**src/rtl/core/assert_macros.svh**
```systemverilog
// Assertion helper macros for the ADTS frame synchroniser core.
// Plain text header, no dependencies; modules take it by `include.
`ifndef ASSERT_MACROS_SVH
`define ASSERT_MACROS_SVH

// Clocked check, masked while reset is asserted.
`define AFS_ASSERT(lbl, prop, msg) \
  lbl: assert property (@(posedge clk_i) disable iff (!rst_ni) prop) else $error(msg);

// Clocked check that also holds during reset.
`define AFS_ASSERT_ALWAYS(lbl, prop, msg) \
  lbl: assert property (@(posedge clk_i) prop) else $error(msg);

`endif

```
**src/rtl/core/afs_pkg.sv**
```systemverilog
// Shared types and constants for the ADTS frame synchroniser.
// No dependencies; used by every module of the core.
package afs_pkg;

  localparam int unsigned HdrBytes      = 6;
  localparam int unsigned LenW          = 13;
  localparam int unsigned QueueDepthDef = 8;

  localparam logic [7:0]      SyncByte = 8'hFF;
  localparam logic [7:0]      SyncMask = 8'hF0;
  localparam logic [LenW-1:0] MinLen   = 13'd7;

  typedef enum logic [1:0] {
    PhHunt    = 2'd0,
    PhSync2   = 2'd1,
    PhHeader  = 2'd2,
    PhPayload = 2'd3
  } phase_e;

  typedef enum logic {
    KindHeader  = 1'b0,
    KindPayload = 1'b1
  } kind_e;

  // One queue entry: a whole header (six bytes out) or one payload byte
  // (in bytes[0]).
  typedef struct packed {
    kind_e                        kind;
    logic [HdrBytes-1:0][7:0]     bytes;
    logic                         last;
    logic [LenW-1:0]              len;
  } entry_t;

endpackage

```
**src/rtl/core/afs_front.sv**
```systemverilog
// Front end: sync hunt, header capture, length decode, queue entry build.
// Depends on afs_pkg and assert_macros.svh.
`include "assert_macros.svh"

module afs_front (
  input  logic            clk_i,
  input  logic            rst_ni,
  input  logic            valid_i,
  output logic            ready_o,
  input  logic [7:0]      data_i,
  input  logic            full_i,
  output logic            push_o,
  output afs_pkg::entry_t entry_o
);

  localparam int unsigned HdrStore = afs_pkg::HdrBytes - 1;
  localparam int unsigned LenW     = afs_pkg::LenW;

  afs_pkg::phase_e phase_q, phase_d;
  logic [LenW-1:0] cnt_q, cnt_d;
  logic [LenW-1:0] flen_q, flen_d;
  logic [7:0]      hdr_q [HdrStore];
  logic            hdr_we;
  logic [2:0]      hdr_wa;
  logic            accept;
  logic [LenW-1:0] len_dec;
  logic [LenW-1:0] cnt_inc;

  assign ready_o = !full_i;
  assign accept  = valid_i && ready_o;
  // 13-bit aac_frame_length: byte3[1:0], byte4, byte5[7:5]
  assign len_dec = {hdr_q[3][1:0], hdr_q[4], data_i[7:5]};
  assign cnt_inc = cnt_q + LenW'(1);

  always_ff @(posedge clk_i or negedge rst_ni) begin
    if (!rst_ni) begin
      phase_q <= afs_pkg::PhHunt;
      cnt_q   <= '0;
      flen_q  <= '0;
    end else begin
      phase_q <= phase_d;
      cnt_q   <= cnt_d;
      flen_q  <= flen_d;
    end
  end

  always_ff @(posedge clk_i) begin
    if (hdr_we) begin
      hdr_q[hdr_wa] <= data_i;
    end
  end

  always_comb begin
    phase_d       = phase_q;
    cnt_d         = cnt_q;
    flen_d        = flen_q;
    hdr_we        = 1'b0;
    hdr_wa        = cnt_q[2:0];
    push_o        = 1'b0;
    entry_o       = '0;
    entry_o.kind  = afs_pkg::KindPayload;
    entry_o.len   = flen_q;
    if (accept) begin
      unique case (phase_q)
        afs_pkg::PhHunt: begin
          if (data_i == afs_pkg::SyncByte) begin
            hdr_we  = 1'b1;
            hdr_wa  = 3'd0;
            cnt_d   = LenW'(1);
            phase_d = afs_pkg::PhSync2;
          end
        end
        afs_pkg::PhSync2: begin
          if ((data_i & afs_pkg::SyncMask) == afs_pkg::SyncMask) begin
            hdr_we  = 1'b1;
            hdr_wa  = 3'd1;
            cnt_d   = LenW'(2);
            phase_d = afs_pkg::PhHeader;
          end else begin
            cnt_d   = '0;
            phase_d = afs_pkg::PhHunt;
          end
        end
        afs_pkg::PhHeader: begin
          if (cnt_q >= LenW'(HdrStore) || cnt_q < LenW'(2)) begin
            // last header byte: decode length, drop header if too short
            if (len_dec < afs_pkg::MinLen) begin
              cnt_d   = '0;
              flen_d  = '0;
              phase_d = afs_pkg::PhHunt;
            end else begin
              flen_d        = len_dec;
              cnt_d         = LenW'(afs_pkg::HdrBytes);
              phase_d       = afs_pkg::PhPayload;
              push_o        = 1'b1;
              entry_o.kind  = afs_pkg::KindHeader;
              entry_o.len   = len_dec;
              for (int i = 0; i < HdrStore; i++) begin
                entry_o.bytes[i] = hdr_q[i];
              end
              entry_o.bytes[HdrStore] = data_i;
            end
          end else begin
            hdr_we = 1'b1;
            cnt_d  = cnt_inc;
          end
        end
        afs_pkg::PhPayload: begin
          push_o           = 1'b1;
          entry_o.bytes[0] = data_i;
          entry_o.last     = (cnt_inc >= flen_q);
          if (cnt_inc >= flen_q) begin
            cnt_d   = '0;
            phase_d = afs_pkg::PhHunt;
          end else begin
            cnt_d   = cnt_inc;
          end
        end
        default: begin
          phase_d = afs_pkg::PhHunt;
        end
      endcase
    end
  end

  `AFS_ASSERT(a_payload_len_ok, (phase_q == afs_pkg::PhPayload) |-> (flen_q >= afs_pkg::MinLen), "payload phase with short frame length")
  `AFS_ASSERT(a_no_push_full, push_o |-> !full_i, "entry pushed into full queue")

endmodule

```
**src/rtl/core/afs_queue.sv**
```systemverilog
// Small FIFO of decoded entries between front and back ends.
// Depends on afs_pkg and assert_macros.svh.
`include "assert_macros.svh"

module afs_queue #(
  parameter int unsigned Depth = afs_pkg::QueueDepthDef
) (
  input  logic            clk_i,
  input  logic            rst_ni,
  input  logic            push_i,
  input  afs_pkg::entry_t entry_i,
  output logic            full_o,
  input  logic            pop_i,
  output logic            valid_o,
  output afs_pkg::entry_t head_o
);

  localparam int unsigned PtrW = (Depth > 1) ? $clog2(Depth) : 1;
  localparam int unsigned CntW = $clog2(Depth + 1);

  afs_pkg::entry_t mem_q [Depth];
  logic [PtrW-1:0] wr_ptr_q, rd_ptr_q;
  logic [CntW-1:0] count_q;
  logic            do_push, do_pop;

  assign full_o  = (count_q == CntW'(Depth));
  assign valid_o = (count_q != '0);
  assign head_o  = mem_q[rd_ptr_q];
  assign do_push = push_i && !full_o;
  assign do_pop  = pop_i && valid_o;

  always_ff @(posedge clk_i) begin
    if (do_push) begin
      mem_q[wr_ptr_q] <= entry_i;
    end
  end

  always_ff @(posedge clk_i or negedge rst_ni) begin
    if (!rst_ni) begin
      wr_ptr_q <= '0;
      rd_ptr_q <= '0;
      count_q  <= '0;
    end else begin
      if (do_push) begin
        wr_ptr_q <= (wr_ptr_q == PtrW'(Depth - 1)) ? '0 : wr_ptr_q + PtrW'(1);
      end
      if (do_pop) begin
        rd_ptr_q <= (rd_ptr_q == PtrW'(Depth - 1)) ? '0 : rd_ptr_q + PtrW'(1);
      end
      if (do_push && !do_pop) begin
        count_q <= count_q + CntW'(1);
      end else if (do_pop && !do_push) begin
        count_q <= count_q - CntW'(1);
      end
    end
  end

  `AFS_ASSERT(a_count_bound, count_q <= CntW'(Depth), "queue fill count above depth")

endmodule

```
**src/rtl/core/afs_back.sv**
```systemverilog
// Back end: expands queue entries into output transfers, one byte each.
// Depends on afs_pkg and assert_macros.svh.
`include "assert_macros.svh"

module afs_back (
  input  logic                     clk_i,
  input  logic                     rst_ni,
  input  logic                     q_valid_i,
  input  afs_pkg::entry_t          head_i,
  output logic                     pop_o,
  output logic                     valid_o,
  input  logic                     ready_i,
  output logic [7:0]               byte_o,
  output logic                     first_o,
  output logic                     last_o,
  output logic [afs_pkg::LenW-1:0] len_o
);

  localparam int unsigned IdxW = $clog2(afs_pkg::HdrBytes);

  logic                     valid_q, valid_d;
  logic [IdxW-1:0]          idx_q, idx_d;
  logic [7:0]               byte_q;
  logic                     first_q, last_q;
  logic [afs_pkg::LenW-1:0] len_q;
  logic                     load;
  logic                     is_hdr;

  assign load    = !valid_q || ready_i;
  assign is_hdr  = (head_i.kind == afs_pkg::KindHeader);
  assign valid_o = valid_q;
  assign byte_o  = byte_q;
  assign first_o = first_q;
  assign last_o  = last_q;
  assign len_o   = len_q;

  always_comb begin
    valid_d = valid_q;
    idx_d   = idx_q;
    pop_o   = 1'b0;
    if (load) begin
      valid_d = q_valid_i;
      if (q_valid_i) begin
        if (is_hdr && idx_q != IdxW'(afs_pkg::HdrBytes - 1)) begin
          idx_d = idx_q + IdxW'(1);
        end else begin
          idx_d = '0;
          pop_o = 1'b1;
        end
      end
    end
  end

  always_ff @(posedge clk_i or negedge rst_ni) begin
    if (!rst_ni) begin
      valid_q <= 1'b0;
      idx_q   <= '0;
    end else begin
      valid_q <= valid_d;
      idx_q   <= idx_d;
    end
  end

  always_ff @(posedge clk_i) begin
    if (load && q_valid_i) begin
      byte_q  <= is_hdr ? head_i.bytes[idx_q] : head_i.bytes[0];
      first_q <= is_hdr && (idx_q == '0);
      last_q  <= !is_hdr && head_i.last;
      len_q   <= head_i.len;
    end
  end

  `AFS_ASSERT(a_idx_in_header, (idx_q != '0) |-> (q_valid_i && is_hdr), "header index set without header at queue head")

endmodule

```
**src/rtl/core/adts_frame_sync.sv**
```systemverilog
// ADTS frame synchroniser, top level: front end, entry queue, back end.
// Depends on afs_pkg, afs_front, afs_queue, afs_back.
//
// Takes an AAC ADTS byte stream, one byte per slave transfer, and hunts for
// the 12-bit sync word (0xFF, then a byte with high nibble 0xF). Header
// bytes 0 to 5 are captured; on byte 5 the 13-bit frame length is decoded.
// A length below 7 drops the header and hunting resumes with the next byte.
// Otherwise the six header bytes go out as six master transfers (tuser high
// on the first), then each later byte is passed out until the frame length
// is reached; tlast marks the final byte. Every transfer of a frame carries
// the frame length. Bytes outside a frame produce nothing.
// Rate: one byte accepted per cycle, results leave at one per cycle, while
// the queue has room and the master side is ready. The back end expands a
// header entry into six transfers, absorbed by the QueueDepth-entry queue
// (eight by default) so a stream of valid frames runs at one byte per cycle.
// Each byte passes through the queue and the registered output stage.
module adts_frame_sync #(
  parameter int unsigned QueueDepth = afs_pkg::QueueDepthDef
) (
  input  logic        clk_i,
  input  logic        rst_ni,
  input  logic        s_axis_tvalid,
  output logic        s_axis_tready,
  input  logic [7:0]  s_axis_tdata,   // [7:0] data_byte
  output logic        m_axis_tvalid,
  input  logic        m_axis_tready,
  output logic [23:0] m_axis_tdata,   // [7:0] out_byte, [20:8] frame_length, [23:21] zero
  output logic        m_axis_tuser,   // [0] frame_first
  output logic        m_axis_tlast    // frame_last
);

  logic                     q_full;
  logic                     q_push;
  logic                     q_pop;
  logic                     q_valid;
  afs_pkg::entry_t          q_in;
  afs_pkg::entry_t          q_head;
  logic [7:0]               out_byte;
  logic [afs_pkg::LenW-1:0] out_len;

  // Front end: sync hunt and header decode
  afs_front u_front (
    .clk_i   (clk_i),
    .rst_ni  (rst_ni),
    .valid_i (s_axis_tvalid),
    .ready_o (s_axis_tready),
    .data_i  (s_axis_tdata),
    .full_i  (q_full),
    .push_o  (q_push),
    .entry_o (q_in)
  );

  // Decouples the header burst from the incoming byte stream
  afs_queue #(
    .Depth (QueueDepth)
  ) u_queue (
    .clk_i   (clk_i),
    .rst_ni  (rst_ni),
    .push_i  (q_push),
    .entry_i (q_in),
    .full_o  (q_full),
    .pop_i   (q_pop),
    .valid_o (q_valid),
    .head_o  (q_head)
  );

  // Back end: registered output stage
  afs_back u_back (
    .clk_i     (clk_i),
    .rst_ni    (rst_ni),
    .q_valid_i (q_valid),
    .head_i    (q_head),
    .pop_o     (q_pop),
    .valid_o   (m_axis_tvalid),
    .ready_i   (m_axis_tready),
    .byte_o    (out_byte),
    .first_o   (m_axis_tuser),
    .last_o    (m_axis_tlast),
    .len_o     (out_len)
  );

  assign m_axis_tdata = {3'b000, out_len, out_byte};

endmodule
```
**config.mk**
```make
export PLATFORM = sky130hd
export DESIGN_NAME = adts_frame_sync
export DESIGN_NICKNAME = d
export VERILOG_FILES = /design/src/rtl/core/afs_pkg.sv /design/src/rtl/core/afs_front.sv /design/src/rtl/core/afs_queue.sv /design/src/rtl/core/afs_back.sv /design/src/rtl/core/adts_frame_sync.sv
export VERILOG_INCLUDE_DIRS = /design/src /design/src/rtl/core
export SDC_FILE = /design/constraint.sdc
export NUM_CORES = 1
export LEC_CHECK = 0
export ABC_AREA = 1
export BUFFER_PORTS_ARGS = -buffer_cell sky130_fd_sc_hd__buf_4
export CORE_UTILIZATION = 35
export CTS_BUF_LIST = sky130_fd_sc_hd__clkbuf_8
export CTS_CLUSTER_SIZE = 40
export DETAILED_ROUTE_END_ITERATION = 6
export SKIP_CTS_REPAIR_TIMING = 1
export SYNTH_ARGS = -nofsm -noshare
export SYNTH_HDL_FRONTEND = slang
export SYNTH_SLANG_ARGS = --single-unit
```
**constraint.sdc**
```tcl
create_clock -name clk_i -period 5.8 [get_ports clk_i]
set_input_delay 0.87 -clock clk_i [delete_from_list [all_inputs] [get_ports clk_i]]
set_output_delay 0.87 -clock clk_i [all_outputs]
set_load 0.03 [all_outputs]
```
### Word-level counts from Yosys, hierarchy flattened

Memory sizes are Yosys's and may differ from the RTL's.
Index checks and enable logic that the tools add are counted.

| storage, ports and cells | value |
|---|---|
| flip-flop bits (word level) | 65 |
| RAM bits | 544 |
| input port bits | 12 |
| output and inout port bits | 28 |
| logic and storage cells | 111 |
| memories kept | 2 |

| cells by class | value |
|---|---|
| $add $sub $neg | 6 |
| order comparisons | 5 |
| eq/ne operators | 12 |
| mux-type cells | 50 |
| bitwise gates (word level) | 1 |
| reduce and logical (&&, ||, !) cells | 23 |

Memories:

| name | depth | width | read ports | clocked after Yosys merged registers in | wr ports | RTL line | RTL |
|---|---|---|---|---|---|---|---|
| u_queue.mem_q | 8 | 63 | 1 | 0 | 1 | afs_queue.sv:21 | `afs_pkg::entry_t mem_q [Depth];` |
| u_front.hdr_q | 5 | 8 | 5 | 0 | 1 | afs_front.sv:22 | `logic [7:0] hdr_q [HdrStore];` |

Operators by type and width:

| cell | number |
|---|---|
| two-way mux 49 bit | 2 |
| two-way mux 13 bit | 7 |
| two-way mux 63 bit | 1 |
| case mux 13 bit (4 select lines) | 1 |
| two-way mux 41 bit | 1 |
| binary-select mux 8 bit (select 3 bit) | 1 |
| two-way mux 3 bit | 7 |
| two-way mux 8 bit | 2 |
| case mux 8 bit (2 select lines) | 1 |
| two-way mux 1 bit | 15 |
| adder 13 x 1 -> 13 bit, second input constant | 1 |
| >= comparator 13 bit | 1 |
| >= comparator 13 x 3 -> 1 bit, second input constant | 1 |
| < comparator 13 x 2 -> 1 bit, second input constant | 1 |
| < comparator 13 x 3 -> 1 bit, second input constant | 1 |
| two-way mux 2 bit | 6 |
| adder 3 x 1 -> 3 bit, second input constant | 3 |
| logical AND 1 bit | 9 |
| equality test 4 bit, second input constant | 2 |
| equality test 8 bit, second input constant | 1 |
| two-way mux 4 bit | 2 |
| case mux 2 bit (4 select lines) | 1 |
| equality test 3 bit, second input constant | 2 |
| != test 2 x 1 -> 1 bit, second input constant | 3 |
| other kinds (19) | 25 |

### Logic depth before layout (Yosys ltp)

Gate-level depths: netlist of run 1.
An unclocked memory read counts as a cell.

| logic depth | value |
|---|---|
| depth in word-level cells | 11 |
| gate-level depth with buffers | 19 |
| mapped depth without buffers | 18 |

### Hierarchy

A second synthesis of run 1 with hierarchy kept.

| second synthesis, totals | value |
|---|---|
| cells, all modules | 2977 |
| area, all modules | 27916.8 sq um |

Modules (own cells, without submodules):

| module | times used | cells each | area each (sq um) | seq. area each (sq um) |
|---|---|---|---|---|
| afs_queue | 1 | 2263 | 22175.0 | 15384.8 |
| afs_front | 1 | 505 | 4120.2 | 1901.8 |
| afs_back | 1 | 205 | 1595.3 | 790.8 |
| adts_frame_sync | 1 | 4 | 26.3 | 0.0 |

### Worst setup path after synthesis of run 1

Ideal clock, no wire load.

| path | value |
|---|---|
| path type | in2reg |
| start | in s_axis_tdata[5] |
| end | mem u_queue.mem_q[0][0] (netlist bit) (enable) |
| library setup time | 0.484 ns |
| arrival time | 4.377 ns |
| data required time | 5.316 ns |
| setup slack | 0.938 ns |
| stages | 7 |
| buffers on the path | 0 |
| cells stage by stage | inv_1 o21a_1 nand3_2 nand3_2 a21oi_4 nand2_1 nor2_1 |

| between the ends | value |
|---|---|
| longest elaborated chain between the ends | 8 |

Ends and longest elaborated chain:

| what | RTL line | RTL |
|---|---|---|
| start: declaration | adts_frame_sync.sv:24 | `input logic [7:0] s_axis_tdata,` |
| < comparator 13 x 3 -> 1 bit | afs_front.sv:87 | `if (len_dec < afs_pkg::MinLen) begin` |
| two-way mux 1 bit | afs_front.sv:87 |  |
| two-way mux 1 bit | afs_front.sv:85 | `if (cnt_q >= LenW'(HdrStore) \|\| cnt_q < LenW'(2)) begin` |
| case mux 1 bit (2 select lines) | afs_front.sv:64 | `unique case (phase_q)` |
| two-way mux 1 bit | afs_front.sv:63 | `if (accept) begin` |
| logical AND 1 bit | afs_queue.sv:29 | `assign do_push = push_i && !full_o;` |
| named net u_queue.do_push | afs_queue.sv:24 | `logic do_push, do_pop;` |
| two-way mux 1 bit | afs_queue.sv:33 | `if (do_push) begin` |
| two-way mux 1 bit (not written as such) | afs_queue.sv:34 | `mem_q[wr_ptr_q] <= entry_i;` |
| end: declaration | afs_queue.sv:21 |  |

The timed path passes the listed nets, and every way through them passes these cells.

### Worst setup path after layout of run 1

| path | value |
|---|---|
| start | reg u_queue.rd_ptr_q[1] |
| end | reg u_queue.count_q[3] |

| between the ends | value |
|---|---|
| longest elaborated chain between the ends | 10 |
| elaborated cells on any way between the ends | 12 |
| those cells by class | mux (4); bitwise (1); reduce/logical (6); memory (1) |

Ends and longest elaborated chain:

| what | RTL line | RTL |
|---|---|---|
| start: declaration | afs_queue.sv:22 | `logic [PtrW-1:0] wr_ptr_q, rd_ptr_q;` |
| start signal: assignment | afs_queue.sv:48 | `rd_ptr_q <= (rd_ptr_q == PtrW'(Depth - 1)) ? '0 : rd_ptr_q + PtrW'(1);` |
| memory read (8 x 63 bit) (*) | n/a |  |
| inverter 1 bit (*) | afs_back.sv:30 | `assign is_hdr = (head_i.kind == afs_pkg::KindHeader);` |
| logical AND 1 bit (*) | afs_back.sv:44 | `if (is_hdr && idx_q != IdxW'(afs_pkg::HdrBytes - 1)) begin` |
| two-way mux 1 bit (*) | afs_back.sv:44 |  |
| two-way mux 1 bit (*) | afs_back.sv:43 | `if (q_valid_i) begin` |
| two-way mux 1 bit (*) | afs_back.sv:41 | `if (load) begin` |
| logical AND 1 bit (*) | afs_queue.sv:30 | `assign do_pop = pop_i && valid_o;` |
| zero test 1 bit | afs_queue.sv:50 | `if (do_push && !do_pop) begin` |
| logical AND 1 bit | afs_queue.sv:50 |  |
| two-way mux 4 bit / nonzero test 2 bit (equally long branches) | n/a |  |
| end signal: assignment | afs_queue.sv:51 | `count_q <= count_q + CntW'(1);` |
| end signal: assignment | afs_queue.sv:53 | `count_q <= count_q - CntW'(1);` |
| end: declaration | afs_queue.sv:23 | `logic [CntW-1:0] count_q;` |

Mark *: on every way between the ends. The rest lies on a longest branch, timed or not.
A chain may end at the register's enable or synchronous reset.

==> results of run 1 <==
## worst max path at each step
stage,from,end,slack (ps),cells after the start
2_1_floorplan,s_axis_tdata[5],u_queue.mem_q[0][0],940,7
3_3_place_gp,u_queue.rd_ptr_q[1],u_queue.count_q[3],1830,18
3_5_place_dp,s_axis_tdata[6],u_queue.mem_q[0][27],1810,9
4_1_cts,u_queue.rd_ptr_q[1],u_queue.count_q[3],1910,17
5_1_grt,u_queue.rd_ptr_q[1],u_queue.count_q[3],1560,17
6_report,u_queue.rd_ptr_q[1],u_queue.count_q[3],1880,18
## flip-flops by register name, summed over array words and instances, names as in the netlist, 4 cells and up
signal,cells
u_front.cnt_q,13
u_front.hdr_q,40
u_back.len_o,13
u_back.byte_o,8
u_queue.mem_q,504
u_front.flen_q,13
u_queue.count_q,4
## metal layers
metal | GRT usage [%] | wire [um] | vias up
li1 | - | - | 8080
met1 | 23.5 | 28400 | 8388
met2 | 27.6 | 30400 | 605
met3 | 3.09 | 4580 | 103
met4 | 6.71 | 1730 | 0
met5 | 0 | 0 | -
## power by group through the flow
stage | Clock (mW) | Combinational [mW] | Sequential, mW
final | 3.68 | 3.89 | 5.49
after global routing | 3.92 | 4.31 | 5.51
after CTS | 3.75 | 3.91 | 5.49
after detailed placement | 0 | 3.90 | 5.58
after global placement | 0 | 3.84 | 5.57
after floorplan | 0 | 2.69 | 5.58
## final cells by class
type	instances	share of cell area [%]
Antenna cell	1	0.00860
Inverter	217	2.83
Clock inverter	76	1.81
Sequential cell	609	62.2
Multi-Input combinational cell	1411	22.4
Timing Repair Buffer	65	1.85
Clock buffer	102	4.82
Tap cell	959	4.12
## cells in the final DEF, fill, tap and decap left out, types with 4 or more instances in the layout
master,netlist,routed
clkinv_1,2,27
a31oi_1,13,13
o21ai_0,87,87
nor2_4,0,8
o22ai_1,17,17
nand4_1,6,6
nand2_1,646,646
ha_1,25,25
o21ai_1,19,19
edfxtp_1,567,567
clkbuf_8,0,102
buf_4,24,61
nand3_1,302,302
clkinvlp_4,0,4
clkinv_2,0,13
buf_12,0,4
bufinv_16,0,8
dfrtp_1,42,39
xor2_1,7,7
o21bai_1,12,12
inv_1,210,236
nand2_2,5,5
o21ai_2,5,5
nor2_1,196,188
a21oi_1,40,40
## stage by stage
step,hold WS [ps],std cells
finish,196,3440
floorplan,453,2354
CTS,161,3439
detailed placement,473,3261
global placement,468,3261
global route,204,3440
## worst reg2reg max path, cell delays in order, from the launching register on
cell and delay [ps]:
dfrtp_4 1000, inv_4 490, nor2_1 190, o21ai_0 90, nand2_1 100, inv_1 70, nand2_1 100, o21ai_4 130
nand2_2 150, nand2_2 110, ha_1 310, inv_1 140, ha_1 250, a21o_1 150, a21oi_1 180, nand2_1 80
nand2_1 70, nor2_1 50, xor2_1 140
## logic make-up (layout without fill, tap and decap cells)
group	count (synthesis)	after routing	share of synthesized area, %
buf+inv	334	460	5.75
xor+xnor	9	9	0.303
simple gates	1171	1171	18.8
compound gates	202	202	4.38
flops	609	609	69.5
fa+ha+maj	26	26	1.28
other cells	1	4	0.0144
==> flow_metrics.env, run 1 <==
export IMPL_outcome="finished, violations left"
export IMPL_violations="design-rule violations"
export IMPL_synth_top_cells_by_count="646 x nand2_1, 567 x edfxtp_1, 302 x nand3_1"
export IMPL_multi_input_area_um2=6520
export IMPL_timing_fmax_mhz=255
export IMPL_leakage_power_nw=11.6
export IMPL_tightest_slew_ps=1150
export IMPL_r2r_setup_slack_ps=1880
export IMPL_clk_latency_ps=710
export IMPL_finalCritPeriodShare_pct=67.7
export IMPL_grt_pass1_wl_mm=99.5
export IMPL_fin_total_pwr_mw=13.1
export IMPL_drt_initial_drc_count=1682
export IMPL_first_global_vias=16820
export IMPL_globalRoute_totalOverflow=0
export IMPL_setup_total_negative_slack_ps=0
export IMPL_worstSetupPathType="reg2reg"
export IMPL_antenna_found_initial=1
export IMPL_worst_r2r_startpoint="u_queue.rd_ptr_q[1]"
export IMPL_setup_violations_final=0
export IMPL_yosysWarnings=0
export IMPL_ys_flop_type="edfxtp_1"
export IMPL_yosys_register_bits=609
export IMPL_placement_setup_worst_slack_ps=1810
export IMPL_worstHoldPathType="in2async"
export IMPL_synth_cell_types=46
export IMPL_rsz_0062_raised_after_global_routing="false"
export IMPL_finalWorstSetupSlack_ps=1880
export IMPL_drc=1
export IMPL_row_count=99
export IMPL_synth_top_cell_area_share_pct=65.4
export IMPL_route_detailed_wl_per_inst_um=18.9
export IMPL_timing_reg2reg_worst_path_depth=18
export IMPL_fin_worst_skew_ps=41.4
export IMPL_timing_critical_path_buf_inv=3
export IMPL_firstDrtPassIters=7
export IMPL_grt_start_max_net_pins=114
export IMPL_crit_required_ps=6360
export IMPL_max_cap_violations=0
export IMPL_yosys_cell_count_top_type="nand2_1"
export IMPL_synth_edf_count=567
export IMPL_cp_arrival_ps=4490
export IMPL_critPathTopFamily="flip-flops"
export IMPL_slowest_cp_cell="dfrtp_4"
export IMPL_post_route_min_period_ps=3920
export IMPL_timing_critical_path_cells="inv_4, nor2_1, o21ai_0, nand2_1, inv_1, nand2_1, o21ai_4, nand2_2, nand2_2, ha_1, inv_1, ha_1, a21o_1, a21oi_1, nand2_1, nand2_1, nor2_1, xor2_1"
export IMPL_clock_tree_htree_level_count=3
export IMPL_route_vias_total=17176
export IMPL_postLayoutCellArea_um2=29100
export IMPL_synth_async_reset_ratio_pct=6.90
export IMPL_die_height_um=275
export IMPL_slew_viol_final=0
export IMPL_core_region_area_um2=73200
export IMPL_design_die_area_um2=75400
export IMPL_max_vdd_ir_drop_mv=0.315
export IMPL_tritoncts_num_buffers=99
export IMPL_sw_frac_of_total_pct=36.7
export IMPL_dieWidth_um=275
export IMPL_timing_hold_violations_final=0
export IMPL_finish_utilization_pct=39.7
export IMPL_avgViaCountPerCell=4.99
export IMPL_finish_net_count=2441
export IMPL_fillers=6928
export IMPL_route_final_wire_length_mm=65.1
export IMPL_intPower_mw=8.27
export IMPL_cts_root_buf="clkbuf_8"
export IMPL_synth_top_cells_by_area="edfxtp_1 65%, nand2_1 9.3%, nand3_1 5.8%, dfrtp_1 4.0%, inv_1 3.0%"
export IMPL_final_layout_size_suffix_gt1_share_pct=9.40
export IMPL_initial_core_util_pct=35.5
export IMPL_total_switching_power_mw=4.79
export IMPL_critical_path_reg2reg_endpoint="u_queue.count_q[3]"
export IMPL_worst_path_most_repeated_cell="nand2_1"
export IMPL_place_port_buffers=36
export IMPL_clock_sinks=609
export IMPL_synth_area_leader_cell="edfxtp_1"
export IMPL_detailed_placement_wirelength_estimate_mm=38.8
export IMPL_drt_antenna_violating_nets=0
export IMPL_clock_power_share_pct=28.2
export IMPL_grt_total_usage_pct=17.3
export IMPL_cp_slowest_stage_delay_ps=1000
export IMPL_critical_path_peak_fanout=70
export IMPL_startpoint_type="flop"
export IMPL_proportion_of_synthesized_chip_area_in_sequential_cells_pct=69.5
export IMPL_synthesis_instances=2352
export IMPL_critical_path_endpoint_type="flop"
export IMPL_power_density_nw_per_um2=449
export IMPL_sequential_group_share_of_total_power_pct=42.0
export IMPL_globalplace_congestion=0.828
export IMPL_clkTransAtPathRegs_ps=60
export IMPL_place_area_um2=27200
export IMPL_slew_headroom_pct=23.3
export IMPL_tritoncts_clock_tree="done"
export IMPL_area_delta_synth_final_pct=11.8
export IMPL_pin_count=40
export IMPL_clk_path_buf_depth=3
export IMPL_synthesis_area_um2=26000
export IMPL_power_share_of_the_combinational_group_pct=29.8
export IMPL_regArea_um2=18100
export IMPL_syn_avg_cell_area_um2=11.1
Note: power is estimated with default switching activity, not from simulation.
==> run 2, diff against run 1 <==
==> constraint.sdc (replaced) <==
create_clock -name clk_i -period 3.9 [get_ports clk_i]
set_input_delay 0.585 -clock clk_i [delete_from_list [all_inputs] [get_ports clk_i]]
set_output_delay 0.585 -clock clk_i [all_outputs]
set_load 0.03 [all_outputs]
==> flow_metrics.env, run 2 (synthesis results as in run 1) <==
export IMPL_cts_root_buf="clkbuf_8"
export IMPL_timing_hold_violations_final=0
export IMPL_route_vias_total=17166
export IMPL_postLayoutCellArea_um2=29200
export IMPL_tightest_slew_ps=1130
export IMPL_critical_path_peak_fanout=19
export IMPL_slew_headroom_pct=24.6
export IMPL_stdcell_count=3453
export IMPL_design_die_area_um2=75400
export IMPL_die_height_um=275
export IMPL_regArea_um2=18100
export IMPL_finalCritPeriodShare_pct=80.8
export IMPL_worst_r2r_startpoint="u_front.cnt_q[1]"
export IMPL_area_delta_synth_final_pct=12.0
export IMPL_firstDrtPassIters=7
export IMPL_layout_commonest_cell="nand2_1"
export IMPL_hold_path_cell_count=1
export IMPL_worstSetupPathType="reg2reg"
export IMPL_largest_register="u_queue.mem_q"
export IMPL_leading_cell_types_in_the_layout_fill_and_taps_excluded="646 x nand2_1, 567 x edfxtp_1, 302 x nand3_1, 230 x inv_1, 188 x nor2_1"
export IMPL_placement_setup_worst_slack_ps=632
export IMPL_fillers=6841
export IMPL_place_port_buffers=36
export IMPL_multi_input_area_um2=6520
export IMPL_route_layer_met1_wl_mm=27.6
export IMPL_globalRoute_totalOverflow=0
export IMPL_clock_tree_htree_level_count=3
export IMPL_rsz_0062_raised_after_global_routing="false"
export IMPL_initial_core_util_pct=35.5
export IMPL_slew_viol_final=0
export IMPL_drc=1
export IMPL_fin_total_pwr_mw=19.3
export IMPL_clkTransAtPathRegs_ps=60
export IMPL_max_cap_violations=0
export IMPL_tritoncts_clock_tree="done"
export IMPL_critical_path_reg2reg_endpoint="u_queue.mem_q[4][43]"
export IMPL_worstHoldPathType="in2reg"
export IMPL_leakage_power_nw=11.6
export IMPL_route_final_wire_length_mm=64.7
export IMPL_r2r_setup_slack_ps=750
export IMPL_startpoint_type="flop"
export IMPL_setup_violations_final=0
export IMPL_place_area_um2=27300
export IMPL_core_region_area_um2=73200
export IMPL_worstSetupStartpoint="u_front.cnt_q[1]"
export IMPL_detailed_placement_wirelength_estimate_mm=37.4
export IMPL_max_vdd_ir_drop_mv=0.452
export IMPL_grt_pass1_wl_mm=99.1
export IMPL_dr_max_layer_used="met4"
export IMPL_antenna_found_initial=1
export IMPL_clk_latency_ps=700
export IMPL_avgViaCountPerCell=4.97
export IMPL_violations="design-rule violations"
export IMPL_power_density_nw_per_um2=660
export IMPL_grt_total_usage_pct=17.3
export IMPL_timing_fmax_mhz=317
export IMPL_final_layout_size_suffix_gt1_share_pct=9.91
export IMPL_outcome="finished, violations left"
export IMPL_wl_met3_mm=4.13
export IMPL_crit_required_ps=4260
export IMPL_largest_register_ff_count=504
export IMPL_tritoncts_num_buffers=95
export IMPL_pin_count=40
export IMPL_clock_sinks=609
export IMPL_grt_start_max_net_pins=169
export IMPL_drt_antenna_violating_nets=0
export IMPL_met2RoutedLength_mm=31.6
export IMPL_first_global_vias=16798
export IMPL_worst_setup_path_endpoint="u_queue.mem_q[4][43]"
export IMPL_reg_top3="u_queue.mem_q: 504 flops, u_front.hdr_q: 40 flops"
export IMPL_finish_net_count=2456
export IMPL_finalWorstSetupSlack_ps=748
export IMPL_timing_reg2reg_worst_path_depth=11
export IMPL_placedCellCount=3279
export IMPL_fin_worst_skew_ps=41.8
export IMPL_post_route_min_period_ps=3150
export IMPL_route_detailed_wl_per_inst_um=18.7
export IMPL_clk_path_buf_depth=3
export IMPL_row_count=99
export IMPL_drt_initial_drc_count=1368
export IMPL_cp_arrival_ps=3510
export IMPL_critical_path_endpoint_type="flop"
export IMPL_dieWidth_um=275
export IMPL_globalplace_congestion=0.860
==> run 2: power by group <==
group          switching [mW]  leakage (nW)  internal (mW)  total, mW
Sequential              0.264          6.39           7.74       8.01
Combinational            4.40          4.19           1.68       6.08
Clock                    2.45          1.00           2.72       5.17
==> run 2: area by class of cell <==
cell class                      count  share of cell area, %
Clock buffer                      101                   4.77
Sequential cell                   609                   62.0
Inverter                          217                   2.82
Tap cell                          959                   4.12
Clock inverter                     71                   1.48
Timing Repair Buffer               84                   2.43
Multi-Input combinational cell   1411                   22.3
Antenna cell                        1                0.00858
==> run 2: routing by layer <==
metal | track usage, % | vias up
li1 | - | 8108
met1 | 22.7 | 8373
met2 | 28.7 | 588
met3 | 2.83 | 97
met4 | 6.35 | 0
met5 | 0 | -
==> run 2: per-stage QoR <==
step	util, %	hold WS [ps]	setup TNS (ps)
2_1_floorplan	-	289	-340980
3_3_place_gp	37.3	470	0
3_5_place_dp	37.3	473	0
4_1_cts	39.8	-135	0
5_1_grt	39.8	96.9	0
6_report	39.8	129	0
==> run 2: worst max-delay path, stage by stage (launching register included) <==
cell and delay, ps:
dfrtp_1 430, inv_1 110, ha_1 150, nor2_1 40
nand2_1 50, nand2_1 70, nand3_2 280, nand3_2 160
a21oi_4 320, nand2_1 310, nor2_4 510, buf_4 380
==> run 2: worst min-delay path by stage <==
stage,endpoint,slack (ps),from
3_3_place_gp,u_front.flen_q[2],470,u_front.flen_q[2]
5_1_grt,u_front.hdr_q[4][5],100,s_axis_tdata[5]
2_1_floorplan,u_back.idx_q[0],290,rst_ni
3_5_place_dp,u_front.flen_q[2],470,u_front.flen_q[2]
6_report,u_front.hdr_q[4][5],130,s_axis_tdata[5]
4_1_cts,u_back.valid_o,-140,rst_ni
